**config.mk**
```make
export PLATFORM = sky130hd
export DESIGN_NAME = lru_block_cache_tags
export DESIGN_NICKNAME = d
export VERILOG_FILES = /design/src/design/lbct_pkg.sv /design/src/design/lbct_ctrl.sv /design/src/design/lbct_datapath.sv /design/src/design/lru_block_cache_tags.sv
export SDC_FILE = /design/constraint.sdc
export NUM_CORES = 2
export LEC_CHECK = 0
export BUFFER_PORTS_ARGS = -buffer_cell sky130_fd_sc_hd__clkbuf_2
export CAP_MARGIN = 20
export CORE_AREA = 2 2 508 460
export CTS_CLUSTER_SIZE = 10
export DETAILED_ROUTE_END_ITERATION = 7
export DIE_AREA = 0 0 510 462
export HOLD_SLACK_MARGIN = 0.06
export PLACE_DENSITY = 0.52
export SYNTH_ARGS = -nofsm -noshare
export SYNTH_HDL_FRONTEND = slang
export SYNTH_SLANG_ARGS = --single-unit
```
**constraint.sdc**
```tcl
create_clock -name clk -period 6.3 [get_ports clk]
set_clock_uncertainty 0.05 [all_clocks]
set_input_delay 0.945 -clock clk [delete_from_list [all_inputs] [get_ports clk]]
set_output_delay 0.945 -clock clk [all_outputs]
set_load 0.005 [all_outputs]
```
**src/design/lbct_pkg.sv**
```systemverilog
package lbct_pkg;

	localparam int SLOTS   = 16;
	localparam int SLOT_W  = $clog2(SLOTS);
	localparam int TAG_W   = 20;
	localparam int STAMP_W = 64;

	// access commands
	localparam logic [1:0] CMD_READ  = 2'd0;
	localparam logic [1:0] CMD_WRITE = 2'd1;
	localparam logic [1:0] CMD_FLUSH = 2'd2;
	localparam logic [1:0] CMD_INVAL = 2'd3;

	typedef struct packed {
		logic [1:0]       command;
		logic [TAG_W-1:0] block_tag;
	} lbct_req_t;

	typedef struct packed {
		logic              hit;
		logic [SLOT_W-1:0] slot;
		logic              writeback;
		logic [TAG_W-1:0]  victim_tag;
		logic              fill;
		logic              last;
	} lbct_rsp_t;

	// controller to datapath
	typedef struct packed {
		logic load;
		logic clear;
		logic flush_start;
		logic lookup;
		logic scan;
		logic emit_access;
		logic emit_flush;
	} lbct_ctl_t;

	// datapath to controller
	typedef struct packed {
		logic hit;
		logic scan_last;
		logic flush_last;
	} lbct_sts_t;

endpackage

```
**src/design/lbct_ctrl.sv**
```systemverilog
module lbct_ctrl
	import lbct_pkg::*;
(
	input  logic      clk,
	input  logic      arst_n,
	input  logic      req_valid,
	output logic      req_stall,
	input  logic [1:0] req_command,
	output logic      rsp_valid,
	input  logic      rsp_stall,
	output lbct_ctl_t ctl,
	input  lbct_sts_t sts
);

	localparam logic [2:0] ST_IDLE   = 3'd0;
	localparam logic [2:0] ST_LOOKUP = 3'd1;
	localparam logic [2:0] ST_SCAN   = 3'd2;
	localparam logic [2:0] ST_RESULT = 3'd3;
	localparam logic [2:0] ST_FLUSH  = 3'd4;

	logic [2:0] state_q;
	logic [2:0] state_d;
	logic       rsp_valid_q;
	logic       out_free;
	logic       emit;

	assign out_free  = !rsp_valid_q || !rsp_stall;
	assign req_stall = (state_q != ST_IDLE);
	assign rsp_valid = rsp_valid_q;
	assign emit      = ctl.emit_access || ctl.emit_flush;

	always_comb begin
		ctl     = '0;
		state_d = state_q;
		case (state_q)
			ST_IDLE: begin
				if (req_valid) begin
					case (req_command)
						CMD_INVAL: ctl.clear = 1'b1;
						CMD_FLUSH: begin
							ctl.flush_start = 1'b1;
							state_d         = ST_FLUSH;
						end
						default: begin
							ctl.load = 1'b1;
							state_d  = ST_LOOKUP;
						end
					endcase
				end
			end
			ST_LOOKUP: begin
				ctl.lookup = 1'b1;
				state_d    = sts.hit ? ST_RESULT : ST_SCAN;
			end
			ST_SCAN: begin
				ctl.scan = 1'b1;
				if (sts.scan_last) begin
					state_d = ST_RESULT;
				end
			end
			ST_RESULT: begin
				if (out_free) begin
					ctl.emit_access = 1'b1;
					state_d         = ST_IDLE;
				end
			end
			ST_FLUSH: begin
				if (out_free) begin
					ctl.emit_flush = 1'b1;
					if (sts.flush_last) begin
						state_d = ST_IDLE;
					end
				end
			end
			default: state_d = ST_IDLE;
		endcase
	end

	always_ff @(posedge clk or negedge arst_n) begin
		if (!arst_n) begin
			state_q     <= ST_IDLE;
			rsp_valid_q <= 1'b0;
		end else begin
			state_q     <= state_d;
			rsp_valid_q <= emit || (rsp_valid_q && rsp_stall);
		end
	end

endmodule

```
**src/design/lbct_datapath.sv**
```systemverilog
module lbct_datapath
	import lbct_pkg::*;
(
	input  logic      clk,
	input  logic      arst_n,
	input  lbct_req_t req,
	input  lbct_ctl_t ctl,
	output lbct_sts_t sts,
	output lbct_rsp_t rsp
);

	function automatic logic [SLOT_W-1:0] lowest_idx(input logic [SLOTS-1:0] v);
		logic [SLOT_W-1:0] idx;
		idx = '0;
		for (int i = SLOTS - 1; i >= 0; i--) begin
			if (v[i]) begin
				idx = SLOT_W'(i);
			end
		end
		return idx;
	endfunction

	logic [SLOTS-1:0]   valid_q;
	logic [SLOTS-1:0]   dirty_q;
	logic [STAMP_W-1:0] counter_q;
	logic [TAG_W-1:0]   tag_q [SLOTS];
	logic [STAMP_W-1:0] stamp_q [SLOTS];

	logic               wr_q;
	logic [TAG_W-1:0]   acc_tag_q;
	logic               hit_q;
	logic [SLOT_W-1:0]  hit_idx_q;
	logic [SLOT_W-1:0]  scan_idx_q;
	logic [STAMP_W-1:0] best_q;
	logic [SLOT_W-1:0]  best_idx_q;
	logic [SLOTS-1:0]   pend_q;
	lbct_rsp_t          rsp_q;

	logic [SLOTS-1:0]   match;
	logic [SLOTS-1:0]   pend_low;
	logic [SLOTS-1:0]   pend_rest;
	logic [SLOT_W-1:0]  flush_idx;
	logic [SLOT_W-1:0]  rd_idx;
	logic [TAG_W-1:0]   rd_tag;
	logic [STAMP_W-1:0] cand;
	logic [STAMP_W-1:0] stamp0;
	logic [STAMP_W-1:0] next_count;
	logic               victim_wb;

	// parallel tag compare against every resident slot
	always_comb begin
		for (int i = 0; i < SLOTS; i++) begin
			match[i] = valid_q[i] && (tag_q[i] == acc_tag_q);
		end
	end

	// an empty slot counts as stamp zero
	assign cand   = valid_q[scan_idx_q] ? stamp_q[scan_idx_q] : '0;
	assign stamp0 = valid_q[0] ? stamp_q[0] : '0;

	assign pend_low   = pend_q & (~pend_q + SLOTS'(1));
	assign pend_rest  = pend_q & ~pend_low;
	assign flush_idx  = lowest_idx(pend_q);
	assign rd_idx     = ctl.emit_flush ? flush_idx : best_idx_q;
	assign rd_tag     = tag_q[rd_idx];
	assign next_count = counter_q + STAMP_W'(1);
	assign victim_wb  = valid_q[best_idx_q] && dirty_q[best_idx_q];

	assign sts.hit        = |match;
	assign sts.scan_last  = (scan_idx_q == SLOT_W'(SLOTS - 1));
	assign sts.flush_last = (pend_rest == '0);
	assign rsp            = rsp_q;

	// slot state with reset value
	always_ff @(posedge clk or negedge arst_n) begin
		if (!arst_n) begin
			valid_q   <= '0;
			dirty_q   <= '0;
			counter_q <= '0;
		end else begin
			if (ctl.clear) begin
				valid_q   <= '0;
				dirty_q   <= '0;
				counter_q <= '0;
			end
			if (ctl.emit_access) begin
				counter_q <= next_count;
				if (hit_q) begin
					if (wr_q) begin
						dirty_q[hit_idx_q] <= 1'b1;
					end
				end else begin
					valid_q[best_idx_q] <= 1'b1;
					dirty_q[best_idx_q] <= wr_q;
				end
			end
			if (ctl.emit_flush && (pend_q != '0)) begin
				dirty_q[flush_idx] <= 1'b0;
			end
		end
	end

	// tags, stamps and working registers
	always_ff @(posedge clk) begin
		if (ctl.load) begin
			wr_q      <= (req.command == CMD_WRITE);
			acc_tag_q <= req.block_tag;
		end
		if (ctl.flush_start) begin
			pend_q <= valid_q & dirty_q;
		end
		if (ctl.lookup) begin
			hit_q      <= |match;
			hit_idx_q  <= lowest_idx(match);
			best_q     <= stamp0;
			best_idx_q <= '0;
			scan_idx_q <= SLOT_W'(1);
		end
		if (ctl.scan) begin
			scan_idx_q <= scan_idx_q + SLOT_W'(1);
			if (cand < best_q) begin
				best_q     <= cand;
				best_idx_q <= scan_idx_q;
			end
		end
		if (ctl.emit_access) begin
			if (hit_q) begin
				stamp_q[hit_idx_q] <= next_count;
				rsp_q.hit        <= 1'b1;
				rsp_q.slot       <= hit_idx_q;
				rsp_q.writeback  <= 1'b0;
				rsp_q.victim_tag <= '0;
				rsp_q.fill       <= 1'b0;
			end else begin
				stamp_q[best_idx_q] <= next_count;
				tag_q[best_idx_q]   <= acc_tag_q;
				rsp_q.hit        <= 1'b0;
				rsp_q.slot       <= best_idx_q;
				rsp_q.writeback  <= victim_wb;
				rsp_q.victim_tag <= victim_wb ? rd_tag : '0;
				rsp_q.fill       <= 1'b1;
			end
			rsp_q.last <= 1'b1;
		end
		if (ctl.emit_flush) begin
			pend_q           <= pend_rest;
			rsp_q.hit        <= 1'b0;
			rsp_q.fill       <= 1'b0;
			rsp_q.last       <= (pend_rest == '0);
			if (pend_q != '0) begin
				rsp_q.slot       <= flush_idx;
				rsp_q.writeback  <= 1'b1;
				rsp_q.victim_tag <= rd_tag;
			end else begin
				rsp_q.slot       <= '0;
				rsp_q.writeback  <= 1'b0;
				rsp_q.victim_tag <= '0;
			end
		end
	end

endmodule

```
**src/design/lru_block_cache_tags.sv**
```systemverilog
// channel | direction | handshake            | item
// req     | in        | req_valid, req_stall | lbct_req_t: command, block_tag
// rsp     | out       | rsp_valid, rsp_stall | lbct_rsp_t: hit, slot, writeback,
//         |           |                      |   victim_tag, fill, last
//
// one item is in work at a time; req_stall is high until it is done
// hit: accept, tag compare, result; miss: accept, tag compare, then the result
// after a serial scan of the use stamps for the smallest one
// flush: accept, then one result per dirty slot, one empty one if none; invalidate: at accept
// reset clears valid, dirty and the use counter; empty slots read as stamp zero
// rsp_stall holds the result register and the controller, no result is lost
module lru_block_cache_tags
	import lbct_pkg::*;
(
	input  logic      clk,
	input  logic      arst_n,
	input  logic      req_valid,
	output logic      req_stall,
	input  lbct_req_t req,
	output logic      rsp_valid,
	input  logic      rsp_stall,
	output lbct_rsp_t rsp
);

	// command strobes and status between controller and datapath
	lbct_ctl_t ctl;
	lbct_sts_t sts;

	// sequencer: accept, lookup, stamp scan, result, flush walk
	lbct_ctrl u_ctrl (
		.clk         (clk),
		.arst_n      (arst_n),
		.req_valid   (req_valid),
		.req_stall   (req_stall),
		.req_command (req.command),
		.rsp_valid   (rsp_valid),
		.rsp_stall   (rsp_stall),
		.ctl         (ctl),
		.sts         (sts)
	);

	// tag, valid, dirty, stamp store plus result register
	lbct_datapath u_datapath (
		.clk    (clk),
		.arst_n (arst_n),
		.req    (req),
		.ctl    (ctl),
		.sts    (sts),
		.rsp    (rsp)
	);

endmodule

```
==> flow_metrics.tcl <==
set metrics [dict create \
    hold_class "in -> async" \
    cp_cell_sequence "buf_12 > buf_12 > mux4_2 > mux4_2 > nor2b_1 > ha_1 > nor2b_1 > o21ai_0 > a21oi_1 > o21ai_1 > o211ai_1 > a21oi_1 > a31o_4 > buf_4 > mux2_1" \
    final_util_pct 34.4 \
    rsz0062_at_grt "false" \
    wl_um 191000 \
    worst_setup_path_end_kind "flop" \
    reg2reg_slack_ps 710 \
    grt_pass1_vias 39200 \
    post-dp-hpwl_um 115000 \
    antenna_found_initial 3 \
    die_h_um 462 \
    path_buf_inv 3 \
    timing.slew.headroom_pct 22.1 \
    ff_latch_area_um2 46500 \
    numPortBuffers 55 \
    drt_iter0_drc 4157 \
    max_freq_ghz 0.179 \
    die_x_um 510 \
    dr.pass1.iters 7 \
    synth_seq_cells 1590 \
    period_minus_slack_ps 5590 \
    grt_pass1_wl_um 278000 \
    htreeDepth 4 \
    p_leak_nw 27.4 \
    drv_slew 0 \
    grt_usage_pct 16.0 \
    synth.cell_area_um2 68800 \
    grt-ovfl-total 0 \
    layout_commonest_cell "edfxtp_1" \
    gp_congestion 0.868 \
    slowest_delay_ps 630 \
    nFillCells 22000 \
    synth_ff_type "edfxtp_1" \
    cap_violations 0 \
    clockBufferDepth 3 \
    finalNonFillerCells 7771 \
    syn_nets 4501 \
    drive_above_1_share_pct 18.1 \
    cts_tree "built" \
    cp_slowest_cell "buf_4" \
    final_antenna_net_count 0 \
    initial_core_util_pct 29.8 \
    crit_required_ps 6940 \
    yosys.cell_types.count 72 \
    drt-wirelength-per-cell_um 24.6 \
    critPathMaxFanout 44 \
    cts_buffers 183 \
    yosysSeqAreaShare_pct 67.6 \
    hold_buffers 0 \
    synth_area_per_cell_um2 15.6 \
    period_share_pct 88.7 \
    cts_resized 0 \
    multi_input_area_um2 21100 \
    critPathTopFamily "compound AO/OA/AOI/OAI gates" \
    vias 39800 \
    arrival_ps 6220 \
    yosysWarnings 0 \
    synth-async-reset-ratio_pct 6.29 \
    ir_drop_mv 0.761 \
    cts_setup_buffers 0 \
    synth_edf_count 1416 \
    core_um2 231000 \
    fp-row-count 168 \
    p_per_area_nw_per_um2 408 \
    synth_cells 4410 \
    root_buffer "clkbuf_16" \
    startpoint_type "flop" \
    tns_ps 0 \
    critPathKind "reg -> reg" \
    worst_pin_slew_ps 1150 \
    cts.sinks 1590 \
    mostFrequentLayoutCells "edfxtp_1 (1416), nand2_1 (416), mux4_2 (324)" \
    grt_max_degree 76 \
    dp.cells 7424 \
    final_hold_viol_count 0 \
    drc_errors 0 \
    finalSetupViolCount 0 \
    routed_via_density 5.12 \
    die-area_um2 236000 \
    insertion_delay_ps 830 \
    nNetsFinal 4665 \
    num_io_pins 56 \
    status "complete, no violations" \
    clk_pin_slew_worst_paths_ps 60 \
    area_delta_synth_final_pct 15.4 \
]
## sequential cells by signal, summed over array words and instances (netlist names), named ones only
signal                 cells
u_datapath.pend_q         16
u_datapath.counter_q      64
u_datapath.dirty_q        16
u_datapath.tag_q         320
u_ctrl.state_q             3
u_ctrl.rsp_valid           1
u_datapath.rsp            28
u_datapath.hit_idx_q       4
u_datapath.acc_tag_q      20
u_datapath.scan_idx_q      4
u_datapath.hit_q           1
u_datapath.best_idx_q      4
u_datapath.best_q         64
u_datapath.stamp_q      1024
u_datapath.wr_q            1
u_datapath.valid_q        16
## cell type report
type                       instances  share of cell area [%]
antenna                            2                 0.00630
tap                             3060                    4.82
clock inverter                    17                   0.312
timing repair buffer             246                    2.68
inverter                          98                   0.473
sequential                      1590                    58.6
clock buffer                     303                    6.56
multi-input combinational       2455                    26.6
## worst register-to-register path, stage by stage, from the launching register on
cell and delay (ps):
dfxtp_4 470, buf_12 290, buf_12 310, mux4_2 540, mux4_2 540, nor2b_1 180
ha_1 310, nor2b_1 130, o21ai_0 160, a21oi_1 130, o21ai_1 330, o211ai_1 390
a21oi_1 440, a31o_4 160, buf_4 630, mux2_1 420
## final timing paths
check	startpoint	end	depth (start not counted)
max	flop	u_datapath.best_q[26]	15
min	arst_n	u_datapath.counter_q[0]	1
max reg2reg	flop	u_datapath.best_q[26]	15
min reg2reg	u_datapath.counter_q[33]	u_datapath.counter_q[33]	1
max in group asynchronous	arst_n	u_datapath.counter_q[35]	2
min in group clk	req[9]	u_datapath.acc_tag_q[9]	1
## cell usage after synthesis, types with 80 or more instances
cell	n	area [um^2]
clkbuf_1	217	815
dfrtp_1	100	2500
nand2_1	417	1570
edfxtp_1	1416	42500
mux4_2	324	7300
nand4_1	80	500
nor2_1	104	390
nand3_1	315	1580
xnor2_1	269	2360
o21ai_0	160	801
inv_1	95	357
xor2_1	115	1010
## logic make-up after synthesis
family                   count (synthesis)  share of synthesized area, %
buffers and inverters                  365                          2.11
AO/OA/AOI/OAI                          446                          4.07
adder cells (fa/ha/maj)                 68                          1.23
multiplexers                           426                          12.3
AND/OR/NAND/NOR                       1131                          7.79
flip-flops                            1590                          67.6
XOR/XNOR                               384                          4.89
## power by group
| part | total [mW] | switching [mW] | internal [mW] |
|---|---|---|---|
| registers | 12.6 | 0.523 | 12.1 |
| logic | 9.94 | 5.81 | 4.12 |
| clock network | 9.87 | 4.23 | 5.65 |
| total | 32.4 | 10.6 | 21.8 |
## layer usage
metal  GRT usage, %  part of all wire (%)  vias up
li1               -                     -    17300
met1           24.1                    47    20900
met2           23.8                    44     1318
met3           2.77                   6.4      252
met4           4.25                   2.3        0
met5              0                     0        -
## metrics by stage
step / cell area (um^2) / power (mW) / hold slack [ps] / worst slack [ps]
after floorplan: 68800 / 19.5 / 394 / 880
after global placement: 73600 / 22.8 / 409 / 729
after detailed placement: 73700 / 22.8 / 420 / 752
after CTS: 79200 / 32.7 / 175 / 747
after global routing: 79400 / 33.8 / 197 / 401
final: 79400 / 32.4 / 217 / 714
Power figures use the tool's default switching activity.
